## src/hw/rtl/incremental_pid_motor_drive_assert.svh

```systemverilog
// Assertion macros for the PID motor drive RTL.
// No dependencies; included by the top level after its declarations.
`ifndef INCREMENTAL_PID_MOTOR_DRIVE_ASSERT_SVH
`define INCREMENTAL_PID_MOTOR_DRIVE_ASSERT_SVH

// same-cycle implication, checked outside reset
`define IPMD_ASSERT_NOW(lbl, clk, rst_n, ante, cons, msg) \
	lbl: assert property (@(posedge clk) disable iff (!rst_n) (ante) |-> (cons)) \
		else $error(msg);

// next-cycle implication, checked outside reset
`define IPMD_ASSERT_NEXT(lbl, clk, rst_n, ante, cons, msg) \
	lbl: assert property (@(posedge clk) disable iff (!rst_n) (ante) |=> (cons)) \
		else $error(msg);

`endif

```

## src/hw/rtl/ipmd_pkg.sv

```systemverilog
// Package for the incremental PID motor drive: register map, reset values,
// action codes and the structs passed between top level and step core.
package ipmd_pkg;

	// configuration register indexes
	typedef enum logic [2:0] {
		REG_TARGET_ANGLE = 3'd0,
		REG_GAIN_P       = 3'd1,
		REG_GAIN_I       = 3'd2,
		REG_GAIN_D       = 3'd3,
		REG_MAX_DRIVE    = 3'd4,
		REG_TILT_LIMIT   = 3'd5,
		REG_MIN_DUTY     = 3'd6,
		REG_BOOST_FLOOR  = 3'd7
	} cfg_reg_t;

	// result action codes
	typedef enum logic [1:0] {
		ACT_DRIVE = 2'd0,
		ACT_HOLD  = 2'd1,
		ACT_TILT  = 2'd2
	} action_t;

	// register reset values
	localparam logic signed [15:0] RST_TARGET_ANGLE = -16'sd512;
	localparam logic [15:0]        RST_GAIN_P       = 16'd6400;
	localparam logic [15:0]        RST_GAIN_I       = 16'd538;
	localparam logic [15:0]        RST_GAIN_D       = 16'd30720;
	localparam logic [7:0]         RST_MAX_DRIVE    = 8'd255;
	localparam logic [14:0]        RST_TILT_LIMIT   = 15'd7680;
	localparam logic [7:0]         RST_MIN_DUTY     = 8'd70;
	localparam logic [7:0]         RST_BOOST_FLOOR  = 8'd10;

	typedef struct packed {
		logic signed [15:0] target_angle;
		logic [15:0]        gain_p;
		logic [15:0]        gain_i;
		logic [15:0]        gain_d;
		logic [7:0]         max_drive;
		logic [14:0]        tilt_limit;
		logic [7:0]         min_duty;
		logic [7:0]         boost_floor;
	} cfg_t;

	// one result item
	typedef struct packed {
		action_t    action;
		logic       forward;
		logic [7:0] duty;
	} res_t;

	// drive currently held by the core
	typedef struct packed {
		logic       forward;
		logic [7:0] duty;
	} held_t;

endpackage

```

## src/hw/rtl/ipmd_step_core.sv

```systemverilog
// One incremental PID step with drive decode, plus the controller history.
// Depends on ipmd_pkg.
module ipmd_step_core
	import ipmd_pkg::*;
(
	input  logic               clk,
	input  logic               arst_n,
	input  logic               step,       // commit this item's state update
	input  logic signed [15:0] tilt_angle,
	input  cfg_t               cfg,
	output res_t               res,        // result for the current item
	output held_t              held        // held drive before this item
);

	logic signed [17:0] err_last_q;
	logic signed [17:0] err_before_last_q;
	logic signed [17:0] drive_accum_q;
	held_t              held_q;

	logic signed [16:0] ang_x;
	logic signed [16:0] ang_neg;
	logic [16:0]        mag;
	logic               tilted;
	logic signed [17:0] err;
	logic signed [18:0] d_p;
	logic signed [18:0] d_i;
	logic signed [20:0] d_d;
	logic signed [16:0] g_p;
	logic signed [16:0] g_i;
	logic signed [16:0] g_d;
	logic signed [35:0] prod_p;
	logic signed [35:0] prod_i;
	logic signed [35:0] prod_d;
	logic signed [29:0] sum;
	logic signed [29:0] lim;
	logic signed [17:0] outv;
	logic signed [17:0] outv_neg;
	logic signed [17:0] md_s;
	logic signed [17:0] bf_s;
	logic [7:0]         new_duty;
	logic               new_fwd;

	// tilt check on angle magnitude
	assign ang_x   = {tilt_angle[15], tilt_angle};
	assign ang_neg = -ang_x;
	assign mag     = tilt_angle[15] ? $unsigned(ang_neg) : $unsigned(ang_x);
	assign tilted  = !(mag < {2'b00, cfg.tilt_limit});

	// error and its differences
	assign err = {{2{cfg.target_angle[15]}}, cfg.target_angle}
		- {{2{tilt_angle[15]}}, tilt_angle};
	assign d_p = {err[17], err} - {err_last_q[17], err_last_q};
	assign d_i = {err[17], err} + {err_last_q[17], err_last_q};
	assign d_d = {{3{err[17]}}, err}
		- {{2{err_last_q[17]}}, err_last_q, 1'b0}
		+ {{3{err_before_last_q[17]}}, err_before_last_q};

	// gain products, three in parallel
	assign g_p    = $signed({1'b0, cfg.gain_p});
	assign g_i    = $signed({1'b0, cfg.gain_i});
	assign g_d    = $signed({1'b0, cfg.gain_d});
	assign prod_p = g_p * d_p;
	assign prod_i = g_i * d_i;
	assign prod_d = g_d * d_d;

	// dropping the low byte is a floor shift by 8
	assign sum = {{12{drive_accum_q[17]}}, drive_accum_q}
		+ {{2{prod_p[35]}}, prod_p[35:8]}
		+ {{2{prod_i[35]}}, prod_i[35:8]}
		+ {{2{prod_d[35]}}, prod_d[35:8]};

	// clamp to +/- max_drive
	assign lim = $signed({14'd0, cfg.max_drive, 8'd0});
	always_comb begin
		if (sum > lim) begin
			outv = lim[17:0];
		end else if (sum < -lim) begin
			outv = 18'(-lim);
		end else begin
			outv = sum[17:0];
		end
	end

	// drive decode with deadband boost
	assign outv_neg = -outv;
	assign md_s     = $signed({2'b00, cfg.min_duty, 8'd0});
	assign bf_s     = $signed({2'b00, cfg.boost_floor, 8'd0});
	always_comb begin
		new_fwd = !outv[17];
		if (!outv[17]) begin
			if (outv > bf_s && outv < md_s) begin
				new_duty = cfg.min_duty;
			end else begin
				new_duty = outv[15:8];
			end
		end else begin
			if (outv > -md_s) begin
				new_duty = cfg.min_duty;
			end else begin
				new_duty = outv_neg[15:8];
			end
		end
	end

	// result for this item
	always_comb begin
		if (tilted) begin
			res.action  = ACT_TILT;
			res.forward = 1'b0;
			res.duty    = 8'd0;
		end else if (outv == '0) begin
			res.action  = ACT_HOLD;
			res.forward = held_q.forward;
			res.duty    = held_q.duty;
		end else begin
			res.action  = ACT_DRIVE;
			res.forward = new_fwd;
			res.duty    = new_duty;
		end
	end

	assign held = held_q;

	// controller history
	always_ff @(posedge clk or negedge arst_n) begin
		if (!arst_n) begin
			err_last_q        <= '0;
			err_before_last_q <= '0;
			drive_accum_q     <= '0;
			held_q            <= '0;
		end else if (step) begin
			err_before_last_q <= err_last_q;
			if (tilted) begin
				held_q <= '0;
			end else begin
				err_last_q    <= err;
				drive_accum_q <= outv;
				if (outv != '0) begin
					held_q.duty    <= new_duty;
					held_q.forward <= new_fwd;
				end
			end
		end
	end

endmodule

```

## src/hw/rtl/incremental_pid_motor_drive.sv

```systemverilog
// Top level of the incremental PID motor drive: stream ports, config
// registers, input and result registers. Depends on ipmd_pkg, ipmd_step_core.
//
// Usage:
//  - s_axis carries one tilt angle per request (signed Q8.8 degrees).
//  - m_axis returns exactly one result per request: duty, direction and an
//    action code (drive, hold previous drive, stopped by tilt).
//  - cfg_we/cfg_index/cfg_wdata write the eight setup registers; write them
//    only while no request is in flight.
// Path: an accepted request sits in the input register; the PID step runs in
// one pass from there into the result register, which raises m_axis_tvalid.
// Throughput: one request per cycle unless stalled; the PID history feedback
// closes in that one pass, so back-to-back requests see each other's state.
// Reset: registers take their default setup, history and held drive clear,
// both channels come up empty.
// Stall: a result waits in the result register while m_axis_tready is low;
// one more request may sit in the input register, after which s_axis_tready
// drops until the result is taken.
module incremental_pid_motor_drive
	import ipmd_pkg::*;
(
	input  logic        clk,
	input  logic        arst_n,
	input  logic        s_axis_tvalid,
	output logic        s_axis_tready,
	input  logic [15:0] s_axis_tdata,   // [15:0] tilt_angle
	output logic        m_axis_tvalid,
	input  logic        m_axis_tready,
	output logic [15:0] m_axis_tdata,   // [7:0] duty, [8] forward, [10:9] action
	input  logic        cfg_we,
	input  logic [2:0]  cfg_index,
	input  logic [15:0] cfg_wdata
);

	cfg_t               cfg_q;
	logic               valid_s1;
	logic signed [15:0] angle_s1;
	logic               out_valid_q;
	res_t               res_q;
	res_t               res;
	held_t              held;
	logic               advance;

	// config register writes
	always_ff @(posedge clk or negedge arst_n) begin
		if (!arst_n) begin
			cfg_q.target_angle <= RST_TARGET_ANGLE;
			cfg_q.gain_p       <= RST_GAIN_P;
			cfg_q.gain_i       <= RST_GAIN_I;
			cfg_q.gain_d       <= RST_GAIN_D;
			cfg_q.max_drive    <= RST_MAX_DRIVE;
			cfg_q.tilt_limit   <= RST_TILT_LIMIT;
			cfg_q.min_duty     <= RST_MIN_DUTY;
			cfg_q.boost_floor  <= RST_BOOST_FLOOR;
		end else if (cfg_we) begin
			case (cfg_reg_t'(cfg_index))
				REG_TARGET_ANGLE: cfg_q.target_angle <= $signed(cfg_wdata);
				REG_GAIN_P:       cfg_q.gain_p       <= cfg_wdata;
				REG_GAIN_I:       cfg_q.gain_i       <= cfg_wdata;
				REG_GAIN_D:       cfg_q.gain_d       <= cfg_wdata;
				REG_MAX_DRIVE:    cfg_q.max_drive    <= cfg_wdata[7:0];
				REG_TILT_LIMIT:   cfg_q.tilt_limit   <= cfg_wdata[14:0];
				REG_MIN_DUTY:     cfg_q.min_duty     <= cfg_wdata[7:0];
				REG_BOOST_FLOOR:  cfg_q.boost_floor  <= cfg_wdata[7:0];
				default: ;
			endcase
		end
	end

	// handshake: stage 1 moves on whenever the result register is free
	assign advance       = valid_s1 && (!out_valid_q || m_axis_tready);
	assign s_axis_tready = !valid_s1 || advance;

	// input register
	always_ff @(posedge clk or negedge arst_n) begin
		if (!arst_n) begin
			valid_s1 <= 1'b0;
		end else if (s_axis_tready) begin
			valid_s1 <= s_axis_tvalid;
		end
	end

	always_ff @(posedge clk) begin
		if (s_axis_tvalid && s_axis_tready) begin
			angle_s1 <= $signed(s_axis_tdata);
		end
	end

	// PID step and history
	ipmd_step_core u_core (
		.clk        (clk),
		.arst_n     (arst_n),
		.step       (advance),
		.tilt_angle (angle_s1),
		.cfg        (cfg_q),
		.res        (res),
		.held       (held)
	);

	// result register
	always_ff @(posedge clk or negedge arst_n) begin
		if (!arst_n) begin
			out_valid_q <= 1'b0;
		end else if (advance) begin
			out_valid_q <= 1'b1;
		end else if (m_axis_tready) begin
			out_valid_q <= 1'b0;
		end
	end

	always_ff @(posedge clk) begin
		if (advance) begin
			res_q <= res;
		end
	end

	assign m_axis_tvalid = out_valid_q;
	assign m_axis_tdata  = {5'd0, res_q.action, res_q.forward, res_q.duty};

	// checks
`include "incremental_pid_motor_drive_assert.svh"

	`IPMD_ASSERT_NEXT(a_s1_holds, clk, arst_n, valid_s1 && !advance,
		valid_s1 && $stable(angle_s1), "stalled input register changed")
	`IPMD_ASSERT_NEXT(a_step_gives_result, clk, arst_n, advance,
		out_valid_q, "committed step produced no result")
	`IPMD_ASSERT_NOW(a_result_matches_held, clk, arst_n, out_valid_q,
		res_q.duty == held.duty && res_q.forward == held.forward,
		"pending result disagrees with held drive")

endmodule
```

## config.mk

```make
export PLATFORM = sky130hd
export DESIGN_NAME = incremental_pid_motor_drive
export DESIGN_NICKNAME = d
export VERILOG_FILES = /design/src/hw/rtl/ipmd_pkg.sv /design/src/hw/rtl/ipmd_step_core.sv /design/src/hw/rtl/incremental_pid_motor_drive.sv
export VERILOG_INCLUDE_DIRS = /design/src /design/src/hw/rtl
export SDC_FILE = /design/constraint.sdc
export NUM_CORES = 2
export LEC_CHECK = 0
export ABC_AREA = 1
export BUFFER_PORTS_ARGS = -buffer_cell sky130_fd_sc_hd__buf_2
export CAP_MARGIN = 40
export CORE_AREA = 5 5 315 471
export CTS_CLUSTER_DIAMETER = 150
export CTS_CLUSTER_SIZE = 20
export DETAILED_ROUTE_END_ITERATION = 16
export DIE_AREA = 0 0 320 476
export PLACE_DENSITY = 0.56
export SYNTH_ARGS = -nofsm -noshare
export SYNTH_HDL_FRONTEND = slang
export SYNTH_SLANG_ARGS = --single-unit
export TNS_END_PERCENT = 100
```

## constraint.sdc

```tcl
create_clock -name clk -period 19.7 [get_ports clk]
set_input_delay 1.97 -clock clk [delete_from_list [all_inputs] [get_ports clk]]
set_output_delay 1.97 -clock clk [all_outputs]
set_load 0.005 [all_outputs]
```

# Yosys cells after proc, flatten, opt, wreduce, memory -nomap -nowiden
# Index checks and enable logic that the tools add are counted.
# totals
ram_bits	0
latch_bits	0
reg_bits	193
elab_cells	81
mem_count	0
romBits	0
# op_classes
n_shift	0
order_cmp	6
mux	11
add_sub_neg	12
n_reduce_logical	22
eq_ne	8
n_bitwise	0
n_div	0
n_mul	3
# ops
operator	n
17-bit by 19-bit multiplier with 36-bit output	2
30-bit adder	2
17-bit by 21-bit multiplier with 36-bit output	1
18-bit two-way mux	2
30-bit by 17-bit greater-than comparator with 1-bit output	1
30-bit less-than comparator	1
16-bit negator with 30-bit output	1
18-bit by 28-bit adder with 29-bit output	1
8-bit two-way mux	3
19-bit by 17-bit adder with 20-bit output	1
2-bit AND reduction	10
17-bit by 18-bit subtractor with 19-bit output	1
17-bit by 17-bit adder with 18-bit output	1
18-bit by 17-bit greater-than comparator with 1-bit output	1
18-bit greater-than comparator	1
18-bit zero test	1
18-bit by 17-bit less-than comparator with 1-bit output	1
9-bit two-way mux	2
16-bit negator with 18-bit output	1
18-bit nonzero test	1
17-bit by 17-bit subtractor with 18-bit output	1
17-bit by 15-bit less-than comparator with 1-bit output	1
17-bit two-way mux	1
16-bit negator with 17-bit output	1
13 further kinds	23

# Longest topological paths before layout
# depth
word_depth	15
mapped_depth	100
depth_no_buf	99

# By module
# Synthesis repeated with hierarchy kept, for this count alone.
# hier_totals
cells_unflattened	6265
area_unflattened_um2	50015.5
# modules_own_cells
module	cells_per_inst	n_inst	area_per_inst_um2	seq_area_each_um2
ipmd_step_core	5757	1	44934.3	1526.5
incremental_pid_motor_drive	508	1	5081.1	3482.1

# Worst setup path before layout
# OpenSTA, ideal clock, no wires.
# synth_timing
kind	reg2reg
from	reg angle_s1[0]
to	reg res_q (netlist bit m_axis_tdata[5]), data pin
path_stages_with_launch	83
setup_slack_ns	4.341
t_required_ns	19.447
n_path_buf	3
arrival_time_ns	15.105
setup_time_ns	0.253
synth_period_minus_slack_ns	15.359
path_cell_list	edfxtp_1 > ha_1 > fa_1 > nor2_1 > a211oi_1 > o31ai_1 > a21oi_1 > o21bai_1 > a21oi_1 > o21bai_1 > a21oi_1 > o21bai_1 > xor2_1 > inv_1 > ha_1 > clkbuf_1 > nand2_1 > o21ai_1 > [... 47 more ...] > nand3_1 > nand3_4 > inv_2 > buf_2 > ha_1 > nand2_1 > inv_1 > nand2_1 > nor2_1 > nand3_1 > nand3_1 > nand2_1 > nand2_2 > nand3_1 > nand3_1 > nand2_1 > nand3_1 > nand2_1
# synth_via
elab_chain_len	14
word_cells_on_any_way	28
# synth_lines
item	line_no	source
start, declared	incremental_pid_motor_drive.sv:37	logic signed [15:0] angle_s1;
start signal, assigned	incremental_pid_motor_drive.sv:85	angle_s1 <= $signed(s_axis_tdata);
16-bit by 16-bit subtractor with 17-bit output (*)	ipmd_step_core.sv:51	- {{2{tilt_angle[15]}}, tilt_angle};
via u_core.err[12]	ipmd_step_core.sv:24	logic signed [17:0] err;
17-bit by 17-bit subtractor with 18-bit output	ipmd_step_core.sv:52	assign d_p = {err[17], err} - {err_last_q[17], err_last_q};
17-bit by 19-bit multiplier with 36-bit output	ipmd_step_core.sv:62	assign prod_p = g_p * d_p;
18-bit by 28-bit adder with 29-bit output	ipmd_step_core.sv:68	+ {{2{prod_p[35]}}, prod_p[35:8]}
30-bit adder	ipmd_step_core.sv:69	+ {{2{prod_i[35]}}, prod_i[35:8]}
30-bit adder (*)	ipmd_step_core.sv:70	+ {{2{prod_d[35]}}, prod_d[35:8]};
30-bit less-than comparator	ipmd_step_core.sv:77	end else if (sum < -lim) begin
18-bit two-way mux	ipmd_step_core.sv:77	
18-bit two-way mux (*)	ipmd_step_core.sv:75	if (sum > lim) begin
via u_core.outv[17]	ipmd_step_core.sv:36	logic signed [17:0] outv;
18-bit by 17-bit greater-than comparator with 1-bit output or 18-bit by 17-bit less-than comparator with 1-bit output (tied branches)	ipmd_step_core.sv:91	if (outv > bf_s && outv < md_s) begin
1-bit logical AND	ipmd_step_core.sv:91	
8-bit two-way mux	ipmd_step_core.sv:91	
8-bit two-way mux	ipmd_step_core.sv:90	if (!outv[17]) begin
10-bit two-way mux (*)	ipmd_step_core.sv:111	end else if (outv == '0) begin
end signal, assigned	incremental_pid_motor_drive.sv:113	res_q <= res;
end, declared	incremental_pid_motor_drive.sv:39	res_t res_q;
# The timed path passes the listed nets; every way through them passes the cells marked *.
# A chain may end at the register's enable or synchronous reset.

# Worst setup path in the final report
# layout_timing
from	reg angle_s1[2]
to	reg res_q (netlist bit m_axis_tdata[2]), data pin
# layout_via
elab_chain_len	14
word_cells_on_any_way	28
# layout_lines
item	line_no
16-bit by 16-bit subtractor with 17-bit output (*)	ipmd_step_core.sv:51
via u_core.err[5]	ipmd_step_core.sv:24
17-bit by 17-bit subtractor with 18-bit output	ipmd_step_core.sv:52
17-bit by 19-bit multiplier with 36-bit output	ipmd_step_core.sv:62
18-bit by 28-bit adder with 29-bit output	ipmd_step_core.sv:68
30-bit adder	ipmd_step_core.sv:69
30-bit adder (*)	ipmd_step_core.sv:70
30-bit less-than comparator	ipmd_step_core.sv:77
18-bit two-way mux	ipmd_step_core.sv:77
18-bit two-way mux (*)	ipmd_step_core.sv:75
18-bit by 17-bit greater-than comparator with 1-bit output or 18-bit by 17-bit less-than comparator with 1-bit output (tied branches)	ipmd_step_core.sv:91
1-bit logical AND	ipmd_step_core.sv:91
8-bit two-way mux	ipmd_step_core.sv:91
8-bit two-way mux	ipmd_step_core.sv:90
10-bit two-way mux (*)	ipmd_step_core.sv:111
# Marked as above.

==> impl_metrics.ini <==
[outcome]
outcome = complete, no violations

[logic_synthesis]
synth_top_area_share_pct = 38.1
synth.distinct_cells = 65
synth_area_um2 = 49800
synthArstFlopShare_pct = 86.0
ys_top_cells_by_count = inv_1 (1532), nand2_1 (1265), fa_1 (949), nor2_1 (505), ha_1 (458)
synth_edf_count = 27
avgSynthCellArea_um2 = 8.05
synthTopCellsByArea = fa_1 (38%), inv_1 (12%), ha_1 (11%), nand2_1 (9.5%), dfrtp_1 (6.6%)
yosys_warnings = 0
yosysSeqAreaShare_pct = 10.1
syn_inst = 6191
synth_flop_cell = dfrtp_1
yosysMostFrequentCell = inv_1
ys_seq_elements = 193
yosys.area.top_type = fa_1

[cts]
cts.clk_slew.worst_paths_ns = 0.09
cts_tree = done
htree_levels = 4
cts_buffers = 17
clockBufferDepth = 2
clk_latency_ns = 0.52
cts.sinks = 193
clock-root-buffer = clkbuf_16
holdBufCountCts = 0

[routing]
vias_per_cell = 4.88
wl_per_cell_um = 19.8
vias = 39503
postRouteAntennaNets = 0
firstDrtPassIters = 6
routed_wl_mm = 161
drt_iter0_drc = 2464
drc = 0

[global_route]
grt_max_degree = 91
use_met1_pct = 23.7
antenna_found_initial = 17
busiest_layer = met2
globalRouteMet2Util_pct = 40.8
grt_pass1_wl_mm = 250
first_global_vias = 42603
grt_usage_pct = 21.4
grt_overflow = 0
met3_usage_pct = 2.09

[layout]
drive_above_1_share_pct = 4.71
areaGrowthSynthToFinish_pct = 6.82
fill_cells = 14895
regArea_um2 = 5010
layout.nets = 7629
fin_area_um2 = 53200
multi_input_area_um2 = 38300

[critical_path]
cp.arrival_ns = 18.13
worst_path_max_delay_cell = fa_1
critPathCaptureType = flop
cpMostUsedCell = nand2_1
crit_path_max_incr_delay_ns = 0.57
criticalPathCategory = flop to flop
cp-start-kind = flop
cp_max_fo = 15
required_ns = 19.98

[place]
place_area_um2 = 52600
gp_congestion = 0.930
dp_hpwl_mm = 138
io_buffers = 52

[sta]
fin_crit_sh_pct = 90.6
max_freq_ghz = 0.0560
rsz0062_at_grt = false
tns_ns = 0
finalMaxSlewViolations = 0
setup_violations = 0
finalHoldViolCount = 0
maxSlewHeadroom_pct = 39.7
worstMarginPinSlew_ns = 0.905
fin_skew_ns = 0.0196
fin_crit_ns = 17.85

[die]
coreArea_um2 = 144000
io_pins = 58
row_count = 171
die_x_um = 320
die_area_um2 = 152000
die_h_um = 476
initial_utilization_pct = 34.6

[worst_hold_path]
hold_path.class = flop to flop

[flow_run]
cap_viol_max_count = 0
[final timing paths]
kind,start,to,slack [ns],cells after the start
max,angle_s1[2],m_axis_tdata[2],1.85,86
min,u_core.held[1],u_core.held[1],0.49,2
max reg2reg,angle_s1[2],m_axis_tdata[2],1.85,86
min reg2reg,u_core.held[1],u_core.held[1],0.49,2
max in group asynchronous,arst_n,cfg_q[53],16.85,3
min in group asynchronous,arst_n,u_core.held[4],1.49,1
[per-stage QoR]
step           setup WS, ns  hold slack [ns]  util, %  instances
5_1_grt               0.216            0.499     37.0       8098
3_3_place_gp           1.21            0.465     36.2       8043
6_report               1.85            0.487     37.0       8100
3_5_place_dp           1.40            0.469     36.5       8066
4_1_cts                1.34            0.489     37.0       8098
2_1_floorplan          4.34            0.449        -       6195
[routing by layer]
layer	vias up	wire length [um]
met5	-	8
met1	19779	58800
met3	361	6260
met2	1014	86300
met4	2	9460
li1	18347	-
[timing repair]
item | in CTS | in global routing
endpoints found under the setup margin | 0 | 16
hold endpoints to repair | 0 | 0
buffers inserted | 0 | 0
gates resized for setup | 0 | 4
[cells in the final DEF (no fill, tap or decap), types with 19 or more instances in the layout]
cell / n
nand2_1: 1264
nand4_1: 28
dfstp_2: 35
dfrtp_1: 131
nor3_1: 25
buf_2: 52
ha_1: 458
edfxtp_1: 27
xnor2_1: 80
fa_1: 949
o21bai_1: 21
or2_2: 41
nand3_1: 114
o21ai_1: 19
o21ai_0: 220
xor2_1: 122
nor2_1: 504
buf_4: 35
inv_1: 1532
a21oi_1: 249
clkinv_1: 37
[sequential cells by signal, summed over array words and instances, names as in the netlist]
register                  flops
cfg_q                       103
u_core.err_before_last_q     17
u_core.err_last_q            17
m_axis_tdata                 11
m_axis_tvalid                 1
u_core.drive_accum_q         18
u_core.held                   9
valid_s1                      1
angle_s1                     16
[final cells by class]
class                           instances  share of cell area [%]
Clock inverter                         15                   0.315
Multi-Input combinational cell       4278                    72.0
Antenna cell                            2                 0.00940
Tap cell                             1903                    4.47
Inverter                             1587                    11.2
Timing Repair Buffer                  105                    1.75
Clock buffer                           17                   0.799
Sequential cell                       193                    9.41
[logic make-up (layout without fill, tap and decap cells)]
family	count (synthesis)	after routing	share of synthesized area [%]
AND/OR/NAND/NOR	2059	2059	16.9
buffers and inverters	1724	1724	13.1
adder cells (fa/ha/maj)	1407	1407	49.6
AO/OA/AOI/OAI	601	601	6.67
XOR/XNOR	206	206	3.67
flip-flops	193	193	10.1
other	1	7	0.00753
[critical path, delay by kind of cell, from the launching register on]
kind,cells,cell delay (ns)
compound gates,15,2.92
xor+xnor,4,0.99
fa+ha+maj,14,6.10
buf+inv,13,1.48
flops,1,0.40
simple gates,40,5.67
Power is left out: the tool's default activity adds up to more than one toggle a clock period on the data nets, which glitch-free logic cannot reach.
